### config.mk
export PLATFORM = sky130hd
export DESIGN_NAME = hbs_queue
export DESIGN_NICKNAME = d
export VERILOG_FILES = /design/src/rtl/hbs_queue.sv
export SDC_FILE = /design/constraint.sdc
export NUM_CORES = 1
export LEC_CHECK = 0
export BUFFER_PORTS_ARGS = -buffer_cell sky130_fd_sc_hd__clkbuf_2
export CAP_MARGIN = 20
export CORE_MARGIN = 2
export CORE_UTILIZATION = 35
export DETAILED_ROUTE_END_ITERATION = 7
export GPL_TIMING_DRIVEN = 0
export SLEW_MARGIN = 10
export SYNTH_ARGS = -nofsm -noshare
export SYNTH_HDL_FRONTEND = slang
export SYNTH_SLANG_ARGS = --single-unit
### constraint.sdc
create_clock -name i_clk -period 2.35 [get_ports i_clk]
set_input_delay 0 -clock i_clk [delete_from_list [all_inputs] [get_ports i_clk]]
set_output_delay 0 -clock i_clk [all_outputs]
set_load 0.02 [all_outputs]
### src/rtl/hbs_queue.sv
// small register queue with occupancy count
module hbs_queue #(
    parameter int WIDTH = 8,
    parameter int DEPTH = 8
) (
    input  logic                         i_clk,
    input  logic                         i_rst_n,
    input  logic                         i_push,
    input  logic [WIDTH-1:0]             i_data,
    input  logic                         i_pop,
    output logic [WIDTH-1:0]             o_data,
    output logic                         o_empty,
    output logic [$clog2(DEPTH+1)-1:0]   o_count
);

    localparam int PTR_W = $clog2(DEPTH);
    localparam int CNT_W = $clog2(DEPTH + 1);

    logic [WIDTH-1:0] r_mem [DEPTH];
    logic [PTR_W-1:0] r_wptr, n_wptr;
    logic [PTR_W-1:0] r_rptr, n_rptr;
    logic [CNT_W-1:0] r_count, n_count;
    logic             w_do_push, w_do_pop;

    assign w_do_push = i_push && (int'(r_count) < DEPTH);
    assign w_do_pop  = i_pop && (r_count != '0);

    always_comb begin
        n_wptr  = r_wptr;
        n_rptr  = r_rptr;
        n_count = r_count;
        if (w_do_push) begin
            n_wptr = (r_wptr == PTR_W'(DEPTH - 1)) ? '0 : r_wptr + 1'b1;
        end
        if (w_do_pop) begin
            n_rptr = (r_rptr == PTR_W'(DEPTH - 1)) ? '0 : r_rptr + 1'b1;
        end
        if (w_do_push && !w_do_pop) begin
            n_count = r_count + 1'b1;
        end else if (!w_do_push && w_do_pop) begin
            n_count = r_count - 1'b1;
        end
    end

    always_ff @(posedge i_clk) begin
        if (!i_rst_n) begin
            r_wptr  <= '0;
            r_rptr  <= '0;
            r_count <= '0;
        end else begin
            r_wptr  <= n_wptr;
            r_rptr  <= n_rptr;
            r_count <= n_count;
        end
    end

    always_ff @(posedge i_clk) begin
        if (w_do_push) begin
            r_mem[r_wptr] <= i_data;
        end
    end

    assign o_data  = r_mem[r_rptr];
    assign o_empty = (r_count == '0);
    assign o_count = r_count;

endmodule

==> run summary <==
status = complete, no violations
Crit Path Class = flip-flop to flip-flop
critical path's slowest cell = o41ai_4
Cells after Synth = 166
mapped cell area = 3150 um2
most frequent cells in the layout = edfxtp_1, clkbuf_2, mux4_1
# DRC = 0
Slew HR = 40.0%
Inserted Clock Buffers = 9
Pint = 2550 uW
port bufs = 24
RSZ-0062 raised after global routing = false
most common cell after layout, fill and taps aside = edfxtp_1
Place WS = -180 ps
crit-path cells = o41ai_4, ha_1, inv_1, ha_1, a21oi_2, a211oi_1, a31oi_1, mux2i_1
GRT Overall Usage = 11.6%
Tcrit/Tclk final = 91.7%
layout cells sized above 1 = 29.5%
clk_lat worst skew = 340 ps
Die Height = 98.9 um
Setup crit end kind = flip-flop
RePlAce Congestion = 0.693
Peak Freq = 464 MHz
switching share of total power = 28.8%
Seq/Total Area, Yosys = 69.2%
FP Rows = 34
DP HPWL = 3490 um
sequential share of power = 46.7%
Leak = 0.00132 uW
Area contributors post-synth = edfxtp_1, mux4_1, dfxtp_1, mux2_2, ha_1
max-slew violation count = 0
CTS tree = built
worst hold path class = input port to flip-flop
Final min period = 2160 ps
syn nets = 186
Post-synth top flop = edfxtp_1
DR pass1 iterations = 4
Die Wd = 98.9 um
Initial Utilization = 36.2%
# IOs = 25
CP delay by family, top = compound AO/OA/AOI/OAI gates
first-pass GRT wire length = 8370 um
synth warn = 0
setup_tns = 0 ps
Least-Margin Pin Slew = 896 ps
syn_area_per_cell = 19.0 um2
clock sinks = 77
initial antenna violation count = 0
Vias = 1573
final hold violations = 0
power share of the combinational group = 27.0%
EDFF count, synth = 64
final WL = 5360 um
peak supply drop = 0.000382 V
WP data required = 2620 ps
Final WS setup = 194 ps
Max H-tree Level = 3
nets@finish = 232
core area = 8720 um2
initial DRC count = 63
Clk pin slew, worst setup/hold paths = 70 ps
Clk pwr share = 26.3%
vias in the first global route = 1580
power density over the cells = 956 nW/um2
crit-path max cell delay = 390 ps
Yosys cell types = 29
clk buf depth = 2
async set-or-reset flop fraction in the synthesized netlist = 0%
antenna-violating nets left = 0
CP Buf/Inv Count = 1
WL per Instance = 16.5 um
die area = 9790 um2
Worst Path Arrival = 2430 ps
Via density = 4.84
Setup Skew = 6.00 ps
total of max-cap violations = 0
#FFs+latches synth = 77
Critical Path Fanout Max = 5
cell taking the most area after synthesis = edfxtp_1
Critical Path Source Type = flip-flop
Ant. Diodes = 0
Layout area overhead = 18.8%
sw power = 1030 uW
post-synth top area share = 60.9%
# setup viols final = 0
most used cell along the critical path = ha_1
gr ovfl total = 0
largest net degree at the start of global routing = 14
Clock Tree Root = clkbuf_8
-- layer usage --
metal / track usage, % / part of all wire, %
met1: 15.2 / 47
met2: 17.9 / 48
met3: 4.26 / 3.5
met4: 3.79 / 1.4
met5: 0 / 0
-- logic make-up after synthesis --
family          share of synthesized area, %
fa+ha+maj                               3.41
buf+inv                                 1.98
xor+xnor                               0.555
simple gates                            5.12
compound gates                          2.42
mux                                     17.3
flops                                   69.2
-- through the flow --
stage	std cells	area, um2	hold WS [ps]	total power [uW]	util [%]
6_report	325	3750	46.7	3580	43.0
4_1_cts	325	3740	82.3	3630	42.9
2_1_floorplan	166	3150	98.9	2390	-
3_5_place_dp	300	3450	278	2660	39.6
3_3_place_gp	298	3410	255	2630	39.1
5_1_grt	325	3750	61.4	3770	43.0
-- path summary, 6_finish.rpt --
kind	end	from	cells past startpoint	slack [ps]
worst max-delay path	o_count[3]	o_count[2]	8	190
worst max register to register	o_count[3]	o_count[2]	8	190
worst min register to register	o_count[3]	o_count[3]	2	520
worst min-delay path	r_wptr[2]	i_push	4	50
-- worst register-to-register path, stage by stage (launching register included) --
cell and delay, ps:
dfxtp_1 370, o41ai_4 390, ha_1 230, inv_1 90
ha_1 340, a21oi_2 180, a211oi_1 90, a31oi_1 200
mux2i_1 200
-- sequential cells by signal (all words and copies together), names as in the netlist, named ones only --
name	flops
r_mem	64
o_count	4
r_rptr	3
r_wptr	3
-- layout make-up --
type,count,area [um2]
Inverter,2,7.51
Sequential cell,77,2180
Tap cell,108,135
Multi-Input combinational cell,79,947
Fill cell,786,4970
Timing Repair Buffer,36,233
Clock inverter,7,66.3
Buffer,7,51.3
Clock buffer,9,124
-- cell usage after synthesis (2+ instances only) --
master and number:
nor2_1 4, nand2b_1 4, nor4_1 2, nor3_1 6, ha_1 7, a21oi_1 3
edfxtp_1 64, inv_1 2, mux4_1 15, nand2_1 8, and2_1 2, xnor2_1 2
mux2_2 8, mux2i_1 4, dfxtp_1 13, clkbuf_1 4, nor2b_1 5, a21boi_0 2
-- what timing repair did --
item	4_1_cts	5_1_grt
setup buffers	1	0
pin swaps	1	0
gates resized for setup	1	3
cloned	0	0
hold endpoints to repair	65	0
hold buffers	9	0
endpoints found under the setup margin	1	1
-- power groups by stage --
stage / combinational [uW] / sequential, uW / clock, uW
final: 968 / 1670 / 941
after global placement: 931 / 1700 / 0
after global routing: 1070 / 1690 / 1020
after CTS: 981 / 1670 / 972
after detailed placement: 958 / 1700 / 0
after floorplan: 683 / 1710 / 0
Note: power is estimated with default switching activity, not from simulation.
