[config.mk]
export PLATFORM = sky130hd
export DESIGN_NAME = hbs_front
export DESIGN_NICKNAME = d
export VERILOG_FILES = /design/src/rtl/hbs_pkg.sv /design/src/rtl/hbs_front.sv
export SDC_FILE = /design/constraint.sdc
export NUM_CORES = 2
export LEC_CHECK = 0
export ABC_AREA = 1
export BUFFER_PORTS_ARGS = -buffer_cell sky130_fd_sc_hd__buf_2
export CORE_UTILIZATION = 50
export DETAILED_ROUTE_END_ITERATION = 10
export GPL_ROUTABILITY_DRIVEN = 0
export PLACE_DENSITY = 0.78
export SETUP_SLACK_MARGIN = 0.02
export SYNTH_ARGS = -nofsm -noshare
export SYNTH_HDL_FRONTEND = slang
export SYNTH_SLANG_ARGS = --single-unit
export TNS_END_PERCENT = 50
[constraint.sdc]
create_clock -name i_clk -period 19 [get_ports i_clk]
set_input_delay 3.8 -clock i_clk [delete_from_list [all_inputs] [get_ports i_clk]]
set_output_delay 3.8 -clock i_clk [all_outputs]
set_load 0.05 [all_outputs]
[src/rtl/hbs_pkg.sv]
// shared types, widths and constants of the heightmap bilinear sampler
package hbs_pkg;

    localparam int RES_DEFAULT = 64;
    localparam int QUEUE_DEPTH = 8;

    localparam int IDX_W  = 12;
    localparam int HGT_W  = 24;
    localparam int POS_W  = 20;
    localparam int INV_W  = 24;
    localparam int FRAC_W = 8;
    localparam int WGT_W  = FRAC_W + 1;
    localparam int W2_W   = 2 * FRAC_W + 1;
    localparam int CRD_W  = 8;

    localparam logic [INV_W-1:0] INV_RESET = 24'h010000;
    localparam logic [WGT_W-1:0] ONE_Q8    = 9'd256;
    localparam int               HALF_CELL = 128;

    typedef enum logic {
        OP_WRITE = 1'b0,
        OP_QUERY = 1'b1
    } t_op;

    typedef struct packed {
        logic                     is_query;
        logic                     wr_en;
        logic [CRD_W-1:0]         row0;
        logic [CRD_W-1:0]         row1;
        logic [CRD_W-1:0]         col0;
        logic [CRD_W-1:0]         col1;
        logic [WGT_W-1:0]         tx;
        logic [WGT_W-1:0]         ty;
        logic signed [HGT_W-1:0]  wdata;
    } t_cmd;

endpackage

[src/rtl/hbs_front.sv]
// front end: accepts transactions, scales query positions to cells and weights, splits write indexes
module hbs_front import hbs_pkg::*; #(
    parameter int RES     = RES_DEFAULT,
    parameter int Q_DEPTH = QUEUE_DEPTH
) (
    input  logic                           i_clk,
    input  logic                           i_rst_n,
    input  logic                           push,
    output logic                           full,
    input  logic                           i_op,
    input  logic [IDX_W-1:0]               i_sample_index,
    input  logic signed [HGT_W-1:0]        i_sample_height,
    input  logic [POS_W-1:0]               i_pos_x,
    input  logic [POS_W-1:0]               i_pos_y,
    input  logic                           i_cfg_we,
    input  logic [INV_W-1:0]               i_cfg_wdata,
    input  logic [$clog2(Q_DEPTH+1)-1:0]   i_mid_count,
    output logic                           o_cmd_push,
    output t_cmd                           o_cmd
);

    localparam int CNT_W    = $clog2(Q_DEPTH + 1);
    localparam int CW       = $clog2(RES);
    localparam int MAP_SIZE = RES * RES;
    localparam int PROD_W   = POS_W + INV_W;
    localparam int S_W      = PROD_W - 16;
    localparam int F_W      = S_W + 1;
    localparam int FL_W     = S_W - FRAC_W;
    localparam int DIV_K    = 21;
    localparam int DIV_M    = ((1 << DIV_K) + RES - 1) / RES;
    localparam int DIV_W    = IDX_W + DIV_K;
    localparam logic [CRD_W-1:0] LAST = CRD_W'(RES - 1);

    typedef struct packed {
        logic [CRD_W-1:0] c0;
        logic [CRD_W-1:0] c1;
        logic [WGT_W-1:0] t;
    } t_axis;

    function automatic t_axis axis_setup(input logic [PROD_W-1:0] prod);
        logic signed [F_W-1:0] f;
        t_axis                 a;
        f = $signed({1'b0, prod[PROD_W-1:16]}) - $signed(F_W'(HALF_CELL));
        if (f[F_W-1]) begin
            a.c0 = '0;
            a.t  = '0;
        end else if (f[S_W-1:FRAC_W] > FL_W'(RES - 1)) begin
            a.c0 = LAST;
            a.t  = ONE_Q8;
        end else begin
            a.c0 = CRD_W'(f[FRAC_W +: CW]);
            a.t  = {1'b0, f[FRAC_W-1:0]};
        end
        a.c1 = (a.c0 == LAST) ? LAST : a.c0 + 1'b1;
        return a;
    endfunction

    logic [INV_W-1:0]        r_inv;
    logic                    r_va;
    t_op                     r_a_op;
    logic [IDX_W-1:0]        r_a_idx;
    logic signed [HGT_W-1:0] r_a_hgt;
    logic [PROD_W-1:0]       r_a_px, r_a_py;
    logic [DIV_W-1:0]        r_a_div;
    logic                    r_vb;
    t_cmd                    r_cmd, n_cmd;
    logic [CNT_W:0]          w_resv;
    logic                    w_accept;
    t_axis                   w_ax, w_ay;
    logic [IDX_W-1:0]        w_row, w_col;

    assign w_resv   = (CNT_W+1)'(i_mid_count) + (CNT_W+1)'(r_va) + (CNT_W+1)'(r_vb);
    assign full     = (int'(w_resv) >= Q_DEPTH);
    assign w_accept = push && !full;

    always_ff @(posedge i_clk) begin
        if (!i_rst_n) begin
            r_inv <= INV_RESET;
            r_va  <= 1'b0;
            r_vb  <= 1'b0;
        end else begin
            if (i_cfg_we) begin
                r_inv <= i_cfg_wdata;
            end
            r_va <= w_accept;
            r_vb <= r_va;
        end
    end

    // scale stage
    always_ff @(posedge i_clk) begin
        r_a_op  <= t_op'(i_op);
        r_a_idx <= i_sample_index;
        r_a_hgt <= i_sample_height;
        r_a_px  <= PROD_W'(i_pos_x) * PROD_W'(r_inv);
        r_a_py  <= PROD_W'(i_pos_y) * PROD_W'(r_inv);
        r_a_div <= DIV_W'(i_sample_index) * DIV_W'(DIV_M);
    end

    // cell and weight stage
    always_comb begin
        w_ax  = axis_setup(r_a_px);
        w_ay  = axis_setup(r_a_py);
        w_row = r_a_div[DIV_K +: IDX_W];
        w_col = r_a_idx - IDX_W'(int'(w_row) * RES);
        n_cmd = '0;
        n_cmd.wdata = r_a_hgt;
        if (r_a_op == OP_QUERY) begin
            n_cmd.is_query = 1'b1;
            n_cmd.row0     = w_ay.c0;
            n_cmd.row1     = w_ay.c1;
            n_cmd.col0     = w_ax.c0;
            n_cmd.col1     = w_ax.c1;
            n_cmd.tx       = w_ax.t;
            n_cmd.ty       = w_ay.t;
        end else begin
            n_cmd.wr_en = (int'(r_a_idx) < MAP_SIZE);
            n_cmd.row0  = CRD_W'(w_row[CW-1:0]);
            n_cmd.row1  = CRD_W'(w_row[CW-1:0]);
            n_cmd.col0  = CRD_W'(w_col[CW-1:0]);
            n_cmd.col1  = CRD_W'(w_col[CW-1:0]);
        end
    end

    always_ff @(posedge i_clk) begin
        r_cmd <= n_cmd;
    end

    assign o_cmd_push = r_vb;
    assign o_cmd      = r_cmd;

endmodule

==> impl_results.md <==
* CP Max Fanout at 24
* Peak supply drop at around 0.19 mV
* Fraction of registers with async set/reset at 0%
* Top Ports at about 190
* Adder-Cell Fraction of Synth Area at 50.2%
* Mux contribution to synthesized area at 0%
* H-tree depth at 4
* Yosys warning count at 0
* IO Port Bufs at 180
* Clk pin slew, worst setup/hold paths at 0.08 ns
* P_sw at 3980 µW
* Sequential-to-total area share from yosys stat at about a tenth
* Total negative slack at 0 ns
* Avg Synthesized Cell Area at 7.68 µm²
* Skew-Pair Late Insertion Delay at 0.53 ns
* Hold Path Depth at 0
* Die Footprint at 79000 µm²
* Synthesized netlist cell count at 5068
* FMAX at 103 MHz
* WL/cell at about 16 µm
* DRT Pass-1 Iters at 6
* Hold Vio Cnt, Final at 0
* Worst Skew at ~0.036 ns
* Cell row count at 101
* Post-Place Cell Area at 40600 µm²
* Global-route wire length before repair at 163000 µm
* Number of synthesized flops with an enable pin at 0
* Critical path startpoint: i_pos_y[6]
* Total gr overflow at 0
* Total setup buffers inserted after CTS at 0
* Final ANT Viol Nets at 0
* FF-to-FF Start: r_inv[5]
* Hold Path Origin: r_a_hgt[6]
* Slew Viols, Final at 0
* Crit path launch type: input pin
* Bufs on Longest Clock Path at 2
* Post-route core utilization at 53.9%
* CTS Root Cell: clkbuf_16
* Clk network pwr share at ~5.8%
* Largest net degree at the start of global routing at 42
* Layout area overhead at 5.89%
* Worst r2r dst: r_a_py[40]
* Internal Power at 2900 µW
* # resized after CTS at 0
* Tmin final at 9.70 ns
* Hold Buf Count CTS at 0
* Initial antenna violation count at 2
* Max-cap check violation count at 0
* Synth unique cells at 52
* Main combinational cell family by area after synthesis: adder cells
* DR vias/cell at between 5 and 6
* Hold endpoint: o_cmd[6]
* Worst-Margin Slew at about 1.2 ns
* Share of cells above drive strength 1 at 6.00%
* Core area at around 76000 µm²
* Routed vias at approximately 31000
* # DRC at 0
* Commonest register cell after synthesis: dfxtp_1
* Fin nets at around 6300
* Reg power frac at 9.1%
* Status: complete, no violations
* Hold Crit Class: flop to flop
* Post-DP HPWL at 77500 µm
* Chip width at 281 µm
* Fin area at around 41000 µm²
* Vias in the first global route at 33400
* Worst setup EP type: flop
* Die Y at about 280 µm
* Switching portion of total power at 57.9%
* Tcrit/Tclk final at 51.1%
* #FFs+latches synth at 189
* WS Path Type: input pin to flop
* Post-synthesis compound-gate area fraction at 4.35%
* Initial Util at 50.9%
* Xor/xnor share of the synthesized area at between 1.5 and 2%
* CTS tree: yes
* Power per Cell Area at 167 nW/µm²
* Post-Synth Simple-Gate Area at 17.4%
* Global-route usage over all layers at 26.0%
* Clk sinks at around 190
* Routed Wire Length at between 90000 and 100000 µm
* Final setup vio count at 0
* Worst R2R Path Depth at 22
* Worst path arrival time at 10.15 ns
* CP required at around 19 ns
* Gate power share at 85.1%
* Slew HR at 17.9%
* RSZ-0062 raised after global routing: false
* Flop-to-flop setup slack at 11.61 ns
* Pleak at 0.0250 µW
* CTS Buf Count at 17
* Syn Std Cell Area at between 30000 and 40000 µm²
* Iteration-0 DRC count of the detailed router at 1876
-- metal layers --
metal / share of wire [%] / global-route usage [%] / vias to the layer above / wire (µm)
li1: - / - / 14500 / -
met1: 39 / 31.1 / 15400 / 38300
met2: 51 / 47.2 / 1050 / 50000
met3: 6.1 / 3.77 / 223 / 5950
met4: 3.0 / 9.37 / 2 / 2910
met5: 0.017 / 0 / - / 17
-- metrics by stage --
step | hold slack (ns) | total power (µW) | setup WS [ns] | cells
5_1_grt | 0.334 | 7670 | 8.94 | 6149
2_1_floorplan | 0.310 | 4890 | 9.56 | 5075
3_5_place_dp | 0.313 | 6360 | 8.81 | 6116
4_1_cts | 0.331 | 6830 | 9.36 | 6148
6_report | 0.327 | 6880 | 9.30 | 6151
3_3_place_gp | 0.309 | 6270 | 8.90 | 6116
-- synthesized netlist by cell type, drive strengths merged, types with 15 or more instances --
master,instances,area [µm²]
inv,1524,5720
nand2,1280,4860
fa,783,15700
ha,309,3870
nor2,279,1170
dfxtp,189,3780
clkbuf,180,676
a21oi,125,629
o21ai,119,611
nand3,70,385
xor2,49,429
xnor2,25,219
nor3,22,110
nand4,20,125
a31oi,15,93.8
-- worst max-delay path, stage by stage --
cell	delay (ns)
buf_2	0.56
nand2_1	0.11
inv_1	0.11
fa_1	0.43
inv_1	0.09
fa_1	0.42
fa_1	0.50
fa_1	0.55
inv_1	0.05
fa_1	0.47
fa_1	0.50
inv_1	0.05
fa_1	0.48
inv_1	0.04
ha_1	0.30
nand2_1	0.09
nor2_1	0.14
or3b_2	0.45
o21ai_1	0.37
a21oi_1	0.21
o21ai_1	0.22
xor2_1	0.17
-- worst max path at each step --
stage / end / slack (ns) / depth (start not counted)
after global placement: r_a_py[40] / 8.90 / 24
after floorplan: r_a_py[36] / 9.56 / 26
final: r_a_py[40] / 9.30 / 22
after detailed placement: r_a_py[40] / 8.81 / 24
after CTS: r_a_py[40] / 9.36 / 24
after global routing: r_a_px[43] / 8.94 / 29
-- cells in the final DEF, fill, tap and decap left out, types with 20 or more instances in the layout --
master   netlist  layout
o21ai_0      107     107
nand4_1       20      20
xor2_1        49      49
inv_1       1518    1518
a21oi_1      124     124
nor2_1       254     254
buf_2          0     180
nand2_1     1262    1262
dfxtp_1      189     180
buf_4          7      25
xnor2_1       25      25
nand3_1       66      66
ha_1         309     309
nor3_1        22      22
fa_1         783     783
-- power by group through the flow --
| stage | combinational (µW) | clock (µW) | sequential (µW) |
|---|---|---|---|
| global placement | 5640 | 0 | 634 |
| global route | 6610 | 421 | 639 |
| detailed placement | 5730 | 0 | 635 |
| finish | 5850 | 396 | 629 |
| CTS | 5790 | 412 | 627 |
| floorplan | 4270 | 0 | 621 |
-- flip-flops by register name, summed over array words and instances, names as in the netlist --
name	cells
r_a_div	12
r_inv	24
r_a_px	28
r_a_hgt	24
r_a_op	1
o_cmd_push	1
o_cmd	70
r_va	1
r_a_py	28
-- logic make-up after synthesis --
| group | count (synthesis) |
|---|---|
| buffers and inverters | 1719 |
| AND/OR/NAND/NOR | 1689 |
| adder cells (fa/ha/maj) | 1092 |
| AO/OA/AOI/OAI | 304 |
| flip-flops | 189 |
| XOR/XNOR | 74 |
| other | 1 |
-- area by class of cell --
class	instances	area, µm²
timing repair buffer	205	1090
fill	7055	35200
inverter	1525	5720
tap	1030	1290
clock buffer	18	439
multi-input combinational	3167	28700
clock inverter	14	195
sequential	189	3790
antenna	3	7.51
Power figures use the tool's default switching activity.
